## config.mk

```make
export PLATFORM = sky130hd
export DESIGN_NAME = button_debounce_and_pot_smoother_flat
export DESIGN_NICKNAME = d
export VERILOG_FILES = /design/src/hdl/bdps_pkg.sv /design/src/hdl/bdps_item_if.sv /design/src/hdl/bdps_result_if.sv /design/src/hdl/bdps_cfg_if.sv /design/src/hdl/button_debounce_and_pot_smoother.sv /design/src/hdl/bdps_debounce.sv /design/src/hdl/bdps_pot.sv /design/src/hdl/bdps_out_buf.sv /design/src/flat_wrapper.sv
export SDC_FILE = /design/constraint.sdc
export NUM_CORES = 2
export LEC_CHECK = 0
export BUFFER_PORTS_ARGS = -buffer_cell sky130_fd_sc_hd__buf_2
export CAP_MARGIN = 20
export CORE_MARGIN = 3
export CORE_UTILIZATION = 55
export CTS_CLUSTER_DIAMETER = 120
export DETAILED_ROUTE_END_ITERATION = 16
export PLACE_DENSITY = 0.78
export SYNTH_ARGS = -nofsm -noshare
export SYNTH_HDL_FRONTEND = slang
export SYNTH_SLANG_ARGS = --single-unit
export TNS_END_PERCENT = 50
```

## constraint.sdc

```tcl
create_clock -name clk -period 26.5 [get_ports clk]
set_input_delay 5.3 -clock clk [delete_from_list [all_inputs] [get_ports clk]]
set_output_delay 5.3 -clock clk [all_outputs]
set_load 0.1 [all_outputs]
```

## src/hdl/bdps_pkg.sv

```systemverilog
`timescale 1ns / 1ps
// shared constants, payload types and arithmetic helpers for the debounce and pot smoother
package bdps_pkg;

    localparam int BUTTON_COUNT = 16;
    localparam int POT_COUNT    = 8;
    localparam int ADC_BITS     = 12;
    localparam int SEL_BITS     = 3;
    localparam int TIME_BITS    = 32;
    localparam int DELAY_BITS   = 16;
    localparam int MIDI_BITS    = 7;
    localparam int MIDI_MAX     = 127;
    localparam int ADC_MAX      = (1 << ADC_BITS) - 1;

    localparam logic [DELAY_BITS-1:0] DELAY_RESET = DELAY_BITS'(20);

    typedef logic [BUTTON_COUNT-1:0] button_vec_t;
    typedef logic [TIME_BITS-1:0]    time_t;
    typedef logic [DELAY_BITS-1:0]   delay_t;
    typedef logic [SEL_BITS-1:0]     pot_sel_t;
    typedef logic [ADC_BITS-1:0]     adc_t;
    typedef logic [MIDI_BITS-1:0]    midi_t;

    typedef struct packed {
        time_t       now_ms;
        button_vec_t raw_buttons;
        pot_sel_t    pot_select;
        adc_t        pot_sample;
    } item_t;

    typedef struct packed {
        button_vec_t stable_buttons;
        pot_sel_t    pot_index;
        adc_t        pot_filtered;
        midi_t       pot_midi;
    } result_t;

    // floor((3 * prev + sample) / 4)
    function automatic adc_t smooth(input adc_t prev, input adc_t sample);
        logic [ADC_BITS+1:0] acc;
        acc = ({2'b00, prev} << 1) + {2'b00, prev} + {2'b00, sample};
        return acc[ADC_BITS+1:2];
    endfunction

    // floor(filt * 127 / (2^ADC_BITS - 1)) by folding the high part back in
    function automatic midi_t midi_scale(input adc_t filt);
        logic [ADC_BITS+MIDI_BITS-1:0] prod;
        logic [MIDI_BITS-1:0]          q0;
        logic [ADC_BITS:0]             rem;
        prod = {{MIDI_BITS{1'b0}}, filt} * (ADC_BITS+MIDI_BITS)'(MIDI_MAX);
        q0   = prod[ADC_BITS+MIDI_BITS-1:ADC_BITS];
        rem  = {1'b0, prod[ADC_BITS-1:0]} + (ADC_BITS+1)'(q0);
        if (rem >= (ADC_BITS+1)'(ADC_MAX))
        begin
            return q0 + MIDI_BITS'(1);
        end
        return q0;
    endfunction

endpackage

```

## src/hdl/bdps_item_if.sv

```systemverilog
`timescale 1ns / 1ps
// input item channel: valid, ready and one sensor scan item
interface bdps_item_if
    import bdps_pkg::*;
    ();
    logic  valid;
    logic  ready;
    item_t payload;

    modport source (output valid, output payload, input ready);
    modport sink (input valid, input payload, output ready);
endinterface

```

## src/hdl/bdps_result_if.sv

```systemverilog
`timescale 1ns / 1ps
// result channel: valid, ready and one debounced and smoothed result
interface bdps_result_if
    import bdps_pkg::*;
    ();
    logic    valid;
    logic    ready;
    result_t payload;

    modport source (output valid, output payload, input ready);
    modport sink (input valid, input payload, output ready);
endinterface

```

## src/hdl/bdps_cfg_if.sv

```systemverilog
`timescale 1ns / 1ps
// configuration write channel carrying the debounce delay
interface bdps_cfg_if
    import bdps_pkg::*;
    ();
    logic   valid;
    logic   ready;
    delay_t data;

    modport source (output valid, output data, input ready);
    modport sink (input valid, input data, output ready);
endinterface

```

## src/hdl/button_debounce_and_pot_smoother.sv

```systemverilog
`timescale 1ns / 1ps
// top level of the button debouncer and pot smoother
//
//  channel   dir  handshake        payload
//  item      in   valid / ready    now_ms, raw_buttons, pot_select, pot_sample
//  result    out  valid / ready    stable_buttons, pot_index, pot_filtered, pot_midi
//  cfg       in   valid / ready    debounce delay in ms
//
// one item per cycle while the skid stage is empty; results are registered on transfer
// state for buttons and pots updates in the cycle of the item transfer
// a stalled result is held while one more item is taken into the skid stage
// rst_n clears all button state, pot primed flags and sets the delay to 20 ms
// cfg is always ready
module button_debounce_and_pot_smoother
    import bdps_pkg::*;
(
    input  logic clk,
    input  logic rst_n,
    bdps_item_if.sink     item,
    bdps_result_if.source result,
    bdps_cfg_if.sink      cfg
);

    delay_t      delay_reg;
    logic        accept;
    logic        buf_ready;
    button_vec_t stable_next;
    adc_t        pot_filtered;
    midi_t       pot_midi;
    result_t     res;

    assign cfg.ready  = 1'b1;
    assign item.ready = buf_ready;
    assign accept     = item.valid && buf_ready;

    always_ff @(posedge clk or negedge rst_n)
    begin
        if (!rst_n)
        begin
            delay_reg <= DELAY_RESET;
        end
        else if (cfg.valid)
        begin
            delay_reg <= cfg.data;
        end
    end

    bdps_debounce u_debounce (
        .clk         (clk),
        .rst_n       (rst_n),
        .accept      (accept),
        .now_ms      (item.payload.now_ms),
        .raw_buttons (item.payload.raw_buttons),
        .delay_ms    (delay_reg),
        .stable_next (stable_next)
    );

    bdps_pot u_pot (
        .clk          (clk),
        .rst_n        (rst_n),
        .accept       (accept),
        .pot_select   (item.payload.pot_select),
        .pot_sample   (item.payload.pot_sample),
        .pot_filtered (pot_filtered),
        .pot_midi     (pot_midi)
    );

    always_comb
    begin
        res.stable_buttons = stable_next;
        res.pot_index      = item.payload.pot_select;
        res.pot_filtered   = pot_filtered;
        res.pot_midi       = pot_midi;
    end

    bdps_out_buf u_out_buf (
        .clk        (clk),
        .rst_n      (rst_n),
        .push_valid (item.valid),
        .push_ready (buf_ready),
        .push_data  (res),
        .result     (result)
    );

endmodule

```

## src/hdl/bdps_debounce.sv

```systemverilog
`timescale 1ns / 1ps
// per-button time based debouncer with change time registers
module bdps_debounce
    import bdps_pkg::*;
(
    input  logic        clk,
    input  logic        rst_n,
    input  logic        accept,
    input  time_t       now_ms,
    input  button_vec_t raw_buttons,
    input  delay_t      delay_ms,
    output button_vec_t stable_next
);

    button_vec_t stable_reg;
    button_vec_t prev_raw_reg;
    time_t       change_time_reg [BUTTON_COUNT];
    time_t       change_time_next [BUTTON_COUNT];
    time_t       elapsed [BUTTON_COUNT];

    always_comb
    begin
        for (int i = 0; i < BUTTON_COUNT; i++)
        begin
            change_time_next[i] = (raw_buttons[i] != prev_raw_reg[i]) ? now_ms
                                                                      : change_time_reg[i];
            elapsed[i]          = now_ms - change_time_next[i];
            stable_next[i]      = (elapsed[i] > TIME_BITS'(delay_ms)) ? raw_buttons[i]
                                                                      : stable_reg[i];
        end
    end

    always_ff @(posedge clk or negedge rst_n)
    begin
        if (!rst_n)
        begin
            stable_reg   <= '0;
            prev_raw_reg <= '0;
            for (int i = 0; i < BUTTON_COUNT; i++)
            begin
                change_time_reg[i] <= '0;
            end
        end
        else if (accept)
        begin
            stable_reg      <= stable_next;
            prev_raw_reg    <= raw_buttons;
            change_time_reg <= change_time_next;
        end
    end

    // on button 0, a raw level equal to the last one never starts a new change time
    a_hold_time : assert property (@(posedge clk) disable iff (!rst_n)
        accept && (raw_buttons[0] == prev_raw_reg[0]) |=>
            change_time_reg[0] == $past(change_time_reg[0]))
        else $error("change time moved without a raw change");

    // debounced levels only move on a transfer
    a_stable_idle : assert property (@(posedge clk) disable iff (!rst_n)
        !accept |=> $stable(stable_reg))
        else $error("stable levels changed without a transfer");

endmodule

```

## src/hdl/bdps_pot.sv

```systemverilog
`timescale 1ns / 1ps
// per-pot first order smoothing filter and 0..127 scaling
module bdps_pot
    import bdps_pkg::*;
(
    input  logic     clk,
    input  logic     rst_n,
    input  logic     accept,
    input  pot_sel_t pot_select,
    input  adc_t     pot_sample,
    output adc_t     pot_filtered,
    output midi_t    pot_midi
);

    adc_t                 smoothed_reg [POT_COUNT];
    logic [POT_COUNT-1:0] primed_reg;
    logic                 in_range;
    adc_t                 filt_new;

    always_comb
    begin
        in_range = ({1'b0, pot_select} < (SEL_BITS+1)'(POT_COUNT));
        filt_new = primed_reg[pot_select] ? smooth(smoothed_reg[pot_select], pot_sample)
                                          : pot_sample;
        pot_filtered = in_range ? filt_new : '0;
        pot_midi     = in_range ? midi_scale(filt_new) : '0;
    end

    always_ff @(posedge clk or negedge rst_n)
    begin
        if (!rst_n)
        begin
            primed_reg <= '0;
        end
        else if (accept && in_range)
        begin
            primed_reg[pot_select] <= 1'b1;
        end
    end

    always_ff @(posedge clk)
    begin
        if (accept && in_range)
        begin
            smoothed_reg[pot_select] <= filt_new;
        end
    end

endmodule

```

## src/hdl/bdps_out_buf.sv

```systemverilog
`timescale 1ns / 1ps
// result register with skid stage so one more input is taken under output stall
module bdps_out_buf
    import bdps_pkg::*;
(
    input  logic    clk,
    input  logic    rst_n,
    input  logic    push_valid,
    output logic    push_ready,
    input  result_t push_data,
    bdps_result_if.source result
);

    logic    out_valid_reg;
    logic    out_valid_next;
    result_t out_data_reg;
    result_t out_data_next;
    logic    skid_valid_reg;
    logic    skid_valid_next;
    result_t skid_data_reg;
    result_t skid_data_next;
    logic    push;
    logic    pop;

    assign push_ready     = !skid_valid_reg;
    assign push           = push_valid && push_ready;
    assign pop            = out_valid_reg && result.ready;
    assign result.valid   = out_valid_reg;
    assign result.payload = out_data_reg;

    always_comb
    begin
        out_valid_next  = out_valid_reg;
        out_data_next   = out_data_reg;
        skid_valid_next = skid_valid_reg;
        skid_data_next  = skid_data_reg;
        if (skid_valid_reg)
        begin
            if (pop)
            begin
                out_data_next   = skid_data_reg;
                skid_valid_next = 1'b0;
            end
        end
        else if (!out_valid_reg || pop)
        begin
            out_valid_next = push;
            out_data_next  = push ? push_data : out_data_reg;
        end
        else if (push)
        begin
            skid_valid_next = 1'b1;
            skid_data_next  = push_data;
        end
    end

    always_ff @(posedge clk or negedge rst_n)
    begin
        if (!rst_n)
        begin
            out_valid_reg  <= 1'b0;
            skid_valid_reg <= 1'b0;
        end
        else
        begin
            out_valid_reg  <= out_valid_next;
            skid_valid_reg <= skid_valid_next;
        end
    end

    always_ff @(posedge clk)
    begin
        out_data_reg  <= out_data_next;
        skid_data_reg <= skid_data_next;
    end

    a_skid_behind_out : assert property (@(posedge clk) disable iff (!rst_n)
        skid_valid_reg |-> out_valid_reg)
        else $error("skid stage full while output register empty");

    a_stall_to_skid : assert property (@(posedge clk) disable iff (!rst_n)
        out_valid_reg && !pop && push |=> skid_valid_reg)
        else $error("transfer under stall not caught by skid stage");

    a_skid_drains : assert property (@(posedge clk) disable iff (!rst_n)
        skid_valid_reg && pop |=> !skid_valid_reg && out_data_reg == $past(skid_data_reg))
        else $error("skid stage did not move into output register");

endmodule
```

## src/flat_wrapper.sv

```systemverilog
// flat-port wrapper written by rule: the top's interface ports become plain ports
module button_debounce_and_pot_smoother_flat import bdps_pkg::*;
  (clk, rst_n, item_valid, item_payload, item_ready, result_valid, result_payload, result_ready, cfg_valid, cfg_data, cfg_ready);
  bdps_item_if item_i ();
  bdps_result_if result_i ();
  bdps_cfg_if cfg_i ();
  input  logic clk;
  input  logic rst_n;
  input wire logic [$bits(item_i.valid)-1:0] item_valid;
  input wire logic [$bits(item_i.payload)-1:0] item_payload;
  output wire logic [$bits(item_i.ready)-1:0] item_ready;
  output wire logic [$bits(result_i.valid)-1:0] result_valid;
  output wire logic [$bits(result_i.payload)-1:0] result_payload;
  input wire logic [$bits(result_i.ready)-1:0] result_ready;
  input wire logic [$bits(cfg_i.valid)-1:0] cfg_valid;
  input wire logic [$bits(cfg_i.data)-1:0] cfg_data;
  output wire logic [$bits(cfg_i.ready)-1:0] cfg_ready;
  assign item_i.valid = item_valid;
  assign item_i.payload = item_payload;
  assign item_ready = item_i.ready;
  assign result_valid = result_i.valid;
  assign result_payload = result_i.payload;
  assign result_i.ready = result_ready;
  assign cfg_i.valid = cfg_valid;
  assign cfg_i.data = cfg_data;
  assign cfg_ready = cfg_i.ready;
  button_debounce_and_pot_smoother u_core (.clk(clk), .rst_n(rst_n), .item(item_i), .result(result_i), .cfg(cfg_i));
endmodule
```

## After elaboration in Yosys (flattened, before gate mapping)

Memories as Yosys holds them, arrays and structs flattened.
Cells that the tools add are included.

- Flip-flop bits (word level): 646
- Memory bits (writable): 96
- Input bits: 84
- Output and inout bits: 41
- Logic and storage cells: 151
- Memories: 1

Memories:

| name | words | width | read ports | clocked after Yosys merged registers in | wr ports | RTL line | source |
|---|---|---|---|---|---|---|---|
| u_core.u_pot.smoothed_reg | 8 | 12 | 1 | 0 | 1 | bdps_pot.sv:15 | `adc_t smoothed_reg [POT_COUNT];` |

- Add/subtract/negate cells: 20
- Multipliers: 1
- Order comparisons: 19
- Eq/ne operators: 17
- Mux-type cells: 49
- Bitwise operators: 3
- Reductions and logical operators: 11

Operator list:

| operator | count |
|---|---|
| $gt 32x16->1 | 16 |
| $mux 32 | 16 |
| $sub 32x32->32 | 16 |
| $mux 38 | 4 |
| $mux 1 | 24 |
| $mul 12x7->19 const B | 1 |
| $ne 1x1->1 | 16 |
| $add 13x12->14 | 1 |
| $add 14x12->14 | 1 |
| $mux 7 | 2 |
| $add 12x7->13 | 1 |
| $ge 13x12->1 const B | 1 |
| $mux 12 | 1 |
| $or 8x8->8 | 1 |
| $add 7x1->7 const B | 1 |
| $reduce_and 3->1 | 2 |
| $lt 3x4->1 const B | 1 |
| $reduce_bool 2->1 | 2 |
| $bmux 1 s3 | 1 |
| $demux 1 s3 | 1 |
| $ge 3x1->1 const B | 1 |
| $logic_and 1x1->1 | 3 |
| $logic_not 1->1 | 2 |
| $ne 2x1->1 const B | 1 |
| other kinds (3) | 4 |

## Logic depth before layout (Yosys ltp)

An unclocked memory read counts as a cell.

- Depth in word-level cells: 12
- Mapped depth: 47

## Hierarchy

A second synthesis with hierarchy kept.

- Cell total of the unflattened synthesis: 9248
- Area, all modules: 75301.0 um^2

By module, submodules not included:

| module | instances | cells each | area an instance (um^2) |
|---|---|---|---|
| bdps_debounce | 1 | 8400 | 63923.8 |
| bdps_pot | 1 | 680 | 7669.9 |
| bdps_out_buf | 1 | 131 | 3037.9 |
| button_debounce_and_pot_smoother | 1 | 37 | 669.4 |

## Worst setup path before layout

Ideal clock, no wire load.

- Path type: input port to flip-flop
- Start: in item_payload[14]
- End: reg u_core.u_out_buf.out_data_reg, in the netlist u_core.u_out_buf.result.payload[5] (data pin)
- Data arrival time: 15073 ps
- Data required time: 26240 ps
- Slack: 11167 ps
- Cell stages on the path: 44
- Path buffers: 3
- Cell sequence: buf_2 buf_1 clkbuf_1 mux4_2 nand2_1 nand2_1 fa_1 fa_1 a21o_1 a21oi_1 nor2b_1 o21ai_0 nor2b_1 xnor2_1 mux2i_1 xor2_1 xnor2_1 fa_1 [... 8 more ...] a21oi_1 o21bai_1 a21o_1 a21oi_1 xnor2_1 inv_1 fa_1 inv_1 o22ai_1 nor4b_1 nand4_1 nor3_1 a211oi_1 a2111o_1 nand2_2 nand4_1 xnor2_1 mux2_2

RTL lines:

| item | RTL line | source |
|---|---|---|
| from (decl) | flat_wrapper.sv:10 | `input wire logic [$bits(item_i.payload)-1:0] item_payload;` |
| to (signal assigned) | bdps_out_buf.sv:73 | `out_data_reg <= out_data_next;` |
| to (decl) | bdps_out_buf.sv:16 | `result_t out_data_reg;` |

==> impl_metrics.py <==
metrics = {
    "detailed_routing": {
        "ant_nets": 0,
        "drt-vias-per-instance": 6.29,
        "routed_wl_microns": 192000,
        "route.vias.total": 58300,
        "drt_iter0_drc": 4811,
        "drc": 0,
        "firstDrtPassIters": 8,
        "wl_per_cell_microns": 20.7,
    },
    "clocking": {
        "cts_sinks": 742,
        "cts_hold_buf": 0,
        "clk_pin_slew_ps": 60,
        "cts_tree": "yes",
        "htreeDepth": 3,
        "clk_path_buf_depth": 3,
        "cts_made_buffers": 89,
        "ctsRootBufferMaster": "clkbuf_16",
        "cts_resized": 0,
        "cts_setup_buffers": 0,
        "clk_latency_ps": 720,
    },
    "place": {
        "place.gp.congestion": 0.937,
        "placed_cell_area_sq_um": 69900,
        "io_buffers": 123,
        "dp.final_hpwl_microns": 133000,
    },
    "die": {
        "die_h_microns": 356,
        "num_rows": 127,
        "die_w_microns": 356,
        "die_area_sq_um": 127000,
        "core_sq_um": 121000,
        "initial_core_util": 0.558,
        "io_pins": 125,
    },
    "logic_synthesis": {
        "syn-num-nets": 8531,
        "ys_warn_count": 0,
        "synthMuxAreaShare": 0.110,
        "synth_xor_area_frac": 0.0497,
        "synth-simple-area-share": 0.143,
        "seq_area_frac_synth": 0.288,
        "synth_cells": 7580,
        "syn_area_sq_um": 67500,
        "synth_ff_type": "dfrtp_1",
        "yosys.area.top_type": "dfrtp_1",
        "synthAdderAreaFrac": 0.167,
        "synth_common_cells": "a21oi_1, ha_1, nor2_1",
        "ys_ff_latch": 742,
        "synth.area.top_cells": "dfrtp_1, ha_1, mux2i_1, edfxtp_1, a21oi_1",
        "synth_top_family_by_area": "compound AO/OA/AOI/OAI gates",
        "avgSynthCellArea_sq_um": 8.91,
        "synth_compound_area_frac": 0.210,
        "post-synth-top-count-cell": "a21oi_1",
        "synth_top_area_share": 0.211,
        "ys_types": 105,
        "synth_edf_count": 172,
        "async_reset_ff_frac": 0.768,
    },
    "timing": {
        "setup_viol": 0,
        "whs_ps": 473,
        "setup_tns_ps": 0,
        "hold_viol_final": 0,
        "tightestPinTransition_ps": 1100,
        "slew_violations": 0,
        "skew_ps": 46.6,
        "finalCritPeriodShare": 0.621,
        "rsz0062_at_grt": "no",
        "min_period_ps": 16460,
        "maxSlewHeadroom": 0.263,
        "clock.fmax_mhz": 60.7,
    },
    "setup_path": {
        "criticalPathCategory": "in2reg",
        "crit_slowest_cell": "buf_2",
        "start_kind": "input pin",
        "end_kind": "register",
        "max_stage_delay_ps": 620,
        "path_delay_family": "adder cells",
        "arrival_ps": 16890,
        "cp_num_buf_inv": 7,
        "worst_path_most_repeated_cell": "fa_1",
        "crit_fanout": 37,
        "critPathRequiredTime_ps": 26930,
    },
    "cells_and_area": {
        "final_core_util": 0.605,
        "largest_reg_flops": 512,
        "fillCellCount": 10300,
        "area_delta_synth_final_pct": 8.44,
        "n_antenna_cell": 0,
        "fin_area_sq_um": 73200,
        "fin_nets": 8538,
        "layout-drive-gt1-share": 0.0872,
    },
    "job": {
        "max_cap_viol_count": 0,
    },
    "global_routing": {
        "grt_pass1_wl_microns": 302000,
        "grt_usage": 0.297,
        "grt.met3_usage": 0.0444,
        "grt_max_degree": 220,
        "grt.busiest_layer": "met2",
        "grt_use_met1": 0.399,
        "first_global_vias": 55400,
        "use_met2": 0.475,
        "grt_overflow": 0,
        "antenna_found_initial": 2,
    },
    "run_status": {
        "status": "completed",
    },
    "min_path": {
        "hold_path_class": "reg2reg",
    },
}
[metal layers]
metal / vias up / share of wire
met5: - / 0
li1: 28100 / -
met1: 28100 / 0.43
met4: 0 / 0.050
met3: 456 / 0.069
met2: 1734 / 0.45
[path summary, 6_finish.rpt]
check,start,end,slack [ps],cells after the start
worst max-delay path,item_payload[14],u_core.u_out_buf.result.payload[5]$_DFFE_PP_,10040,46
worst min-delay path,u_core.u_pot.primed_reg[7]$_DFFE_PN0P_,u_core.u_pot.primed_reg[7]$_DFFE_PN0P_,470,1
worst max register to register,u_core.u_pot.smoothed_reg[1][1]$_DFFE_PP_,u_core.u_out_buf.result.payload[5]$_DFFE_PP_,15350,44
worst min register to register,u_core.u_pot.primed_reg[7]$_DFFE_PN0P_,u_core.u_pot.primed_reg[7]$_DFFE_PN0P_,470,1
max in group asynchronous,rst_n,u_core.u_debounce.change_time_reg[163]$_DFFE_PN0P_,19500,3
min in group asynchronous,rst_n,u_core.u_debounce.change_time_reg[14]$_DFFE_PN0P_,4640,1
[cell usage in the layout (no fill, tap or decap), types with 68 or more instances in the layout]
| cell type | instances |
|---|---|
| buf_4 | 93 |
| o21ai_0 | 371 |
| xor2_1 | 136 |
| ha_1 | 814 |
| mux2i_1 | 529 |
| o21a_1 | 113 |
| xnor2_1 | 229 |
| clkbuf_16 | 90 |
| nand2_1 | 443 |
| mux2_2 | 170 |
| a21oi_1 | 897 |
| edfxtp_1 | 172 |
| buf_2 | 122 |
| nor2_1 | 790 |
| nor3_1 | 96 |
| nand3_1 | 109 |
| nor2b_1 | 91 |
| o21bai_1 | 68 |
| a21o_1 | 259 |
| nand4_1 | 109 |
| dfrtp_1 | 568 |
| inv_1 | 269 |
| nand2b_1 | 88 |
[area by class of cell]
| cell class | instances | area (sq um) | share of cell area |
|---|---|---|---|
| timing repair buffer | 222 | 1450 | 0.0198 |
| clock inverter | 60 | 802 | 0.0110 |
| clock buffer | 107 | 2420 | 0.0330 |
| multi-input combinational | 6260 | 46100 | 0.629 |
| inverter | 272 | 1020 | 0.0139 |
| tap | 1612 | 2020 | 0.0276 |
| sequential | 742 | 19400 | 0.265 |
[cells by family (layout without fill, tap and decap cells)]
group	Yosys count	in the layout
other	1	1
and+or+nand+nor	2038	2038
muxes	710	710
AOI/OAI and AO/OA	2261	2261
buffers and inverters	578	661
adders and majority gates	868	868
DFF	742	742
xor gates and xnor gates	382	382
[per-stage QoR]
stage,instances,worst slack [ps]
floorplan,7580,11170
global placement,9105,9470
detailed placement,9105,9410
CTS,9272,10090
global route,9275,9180
finish,9275,10040
Power is not shown: default switching activity piles up to over one toggle a cycle in this logic, so the estimate is an artifact.
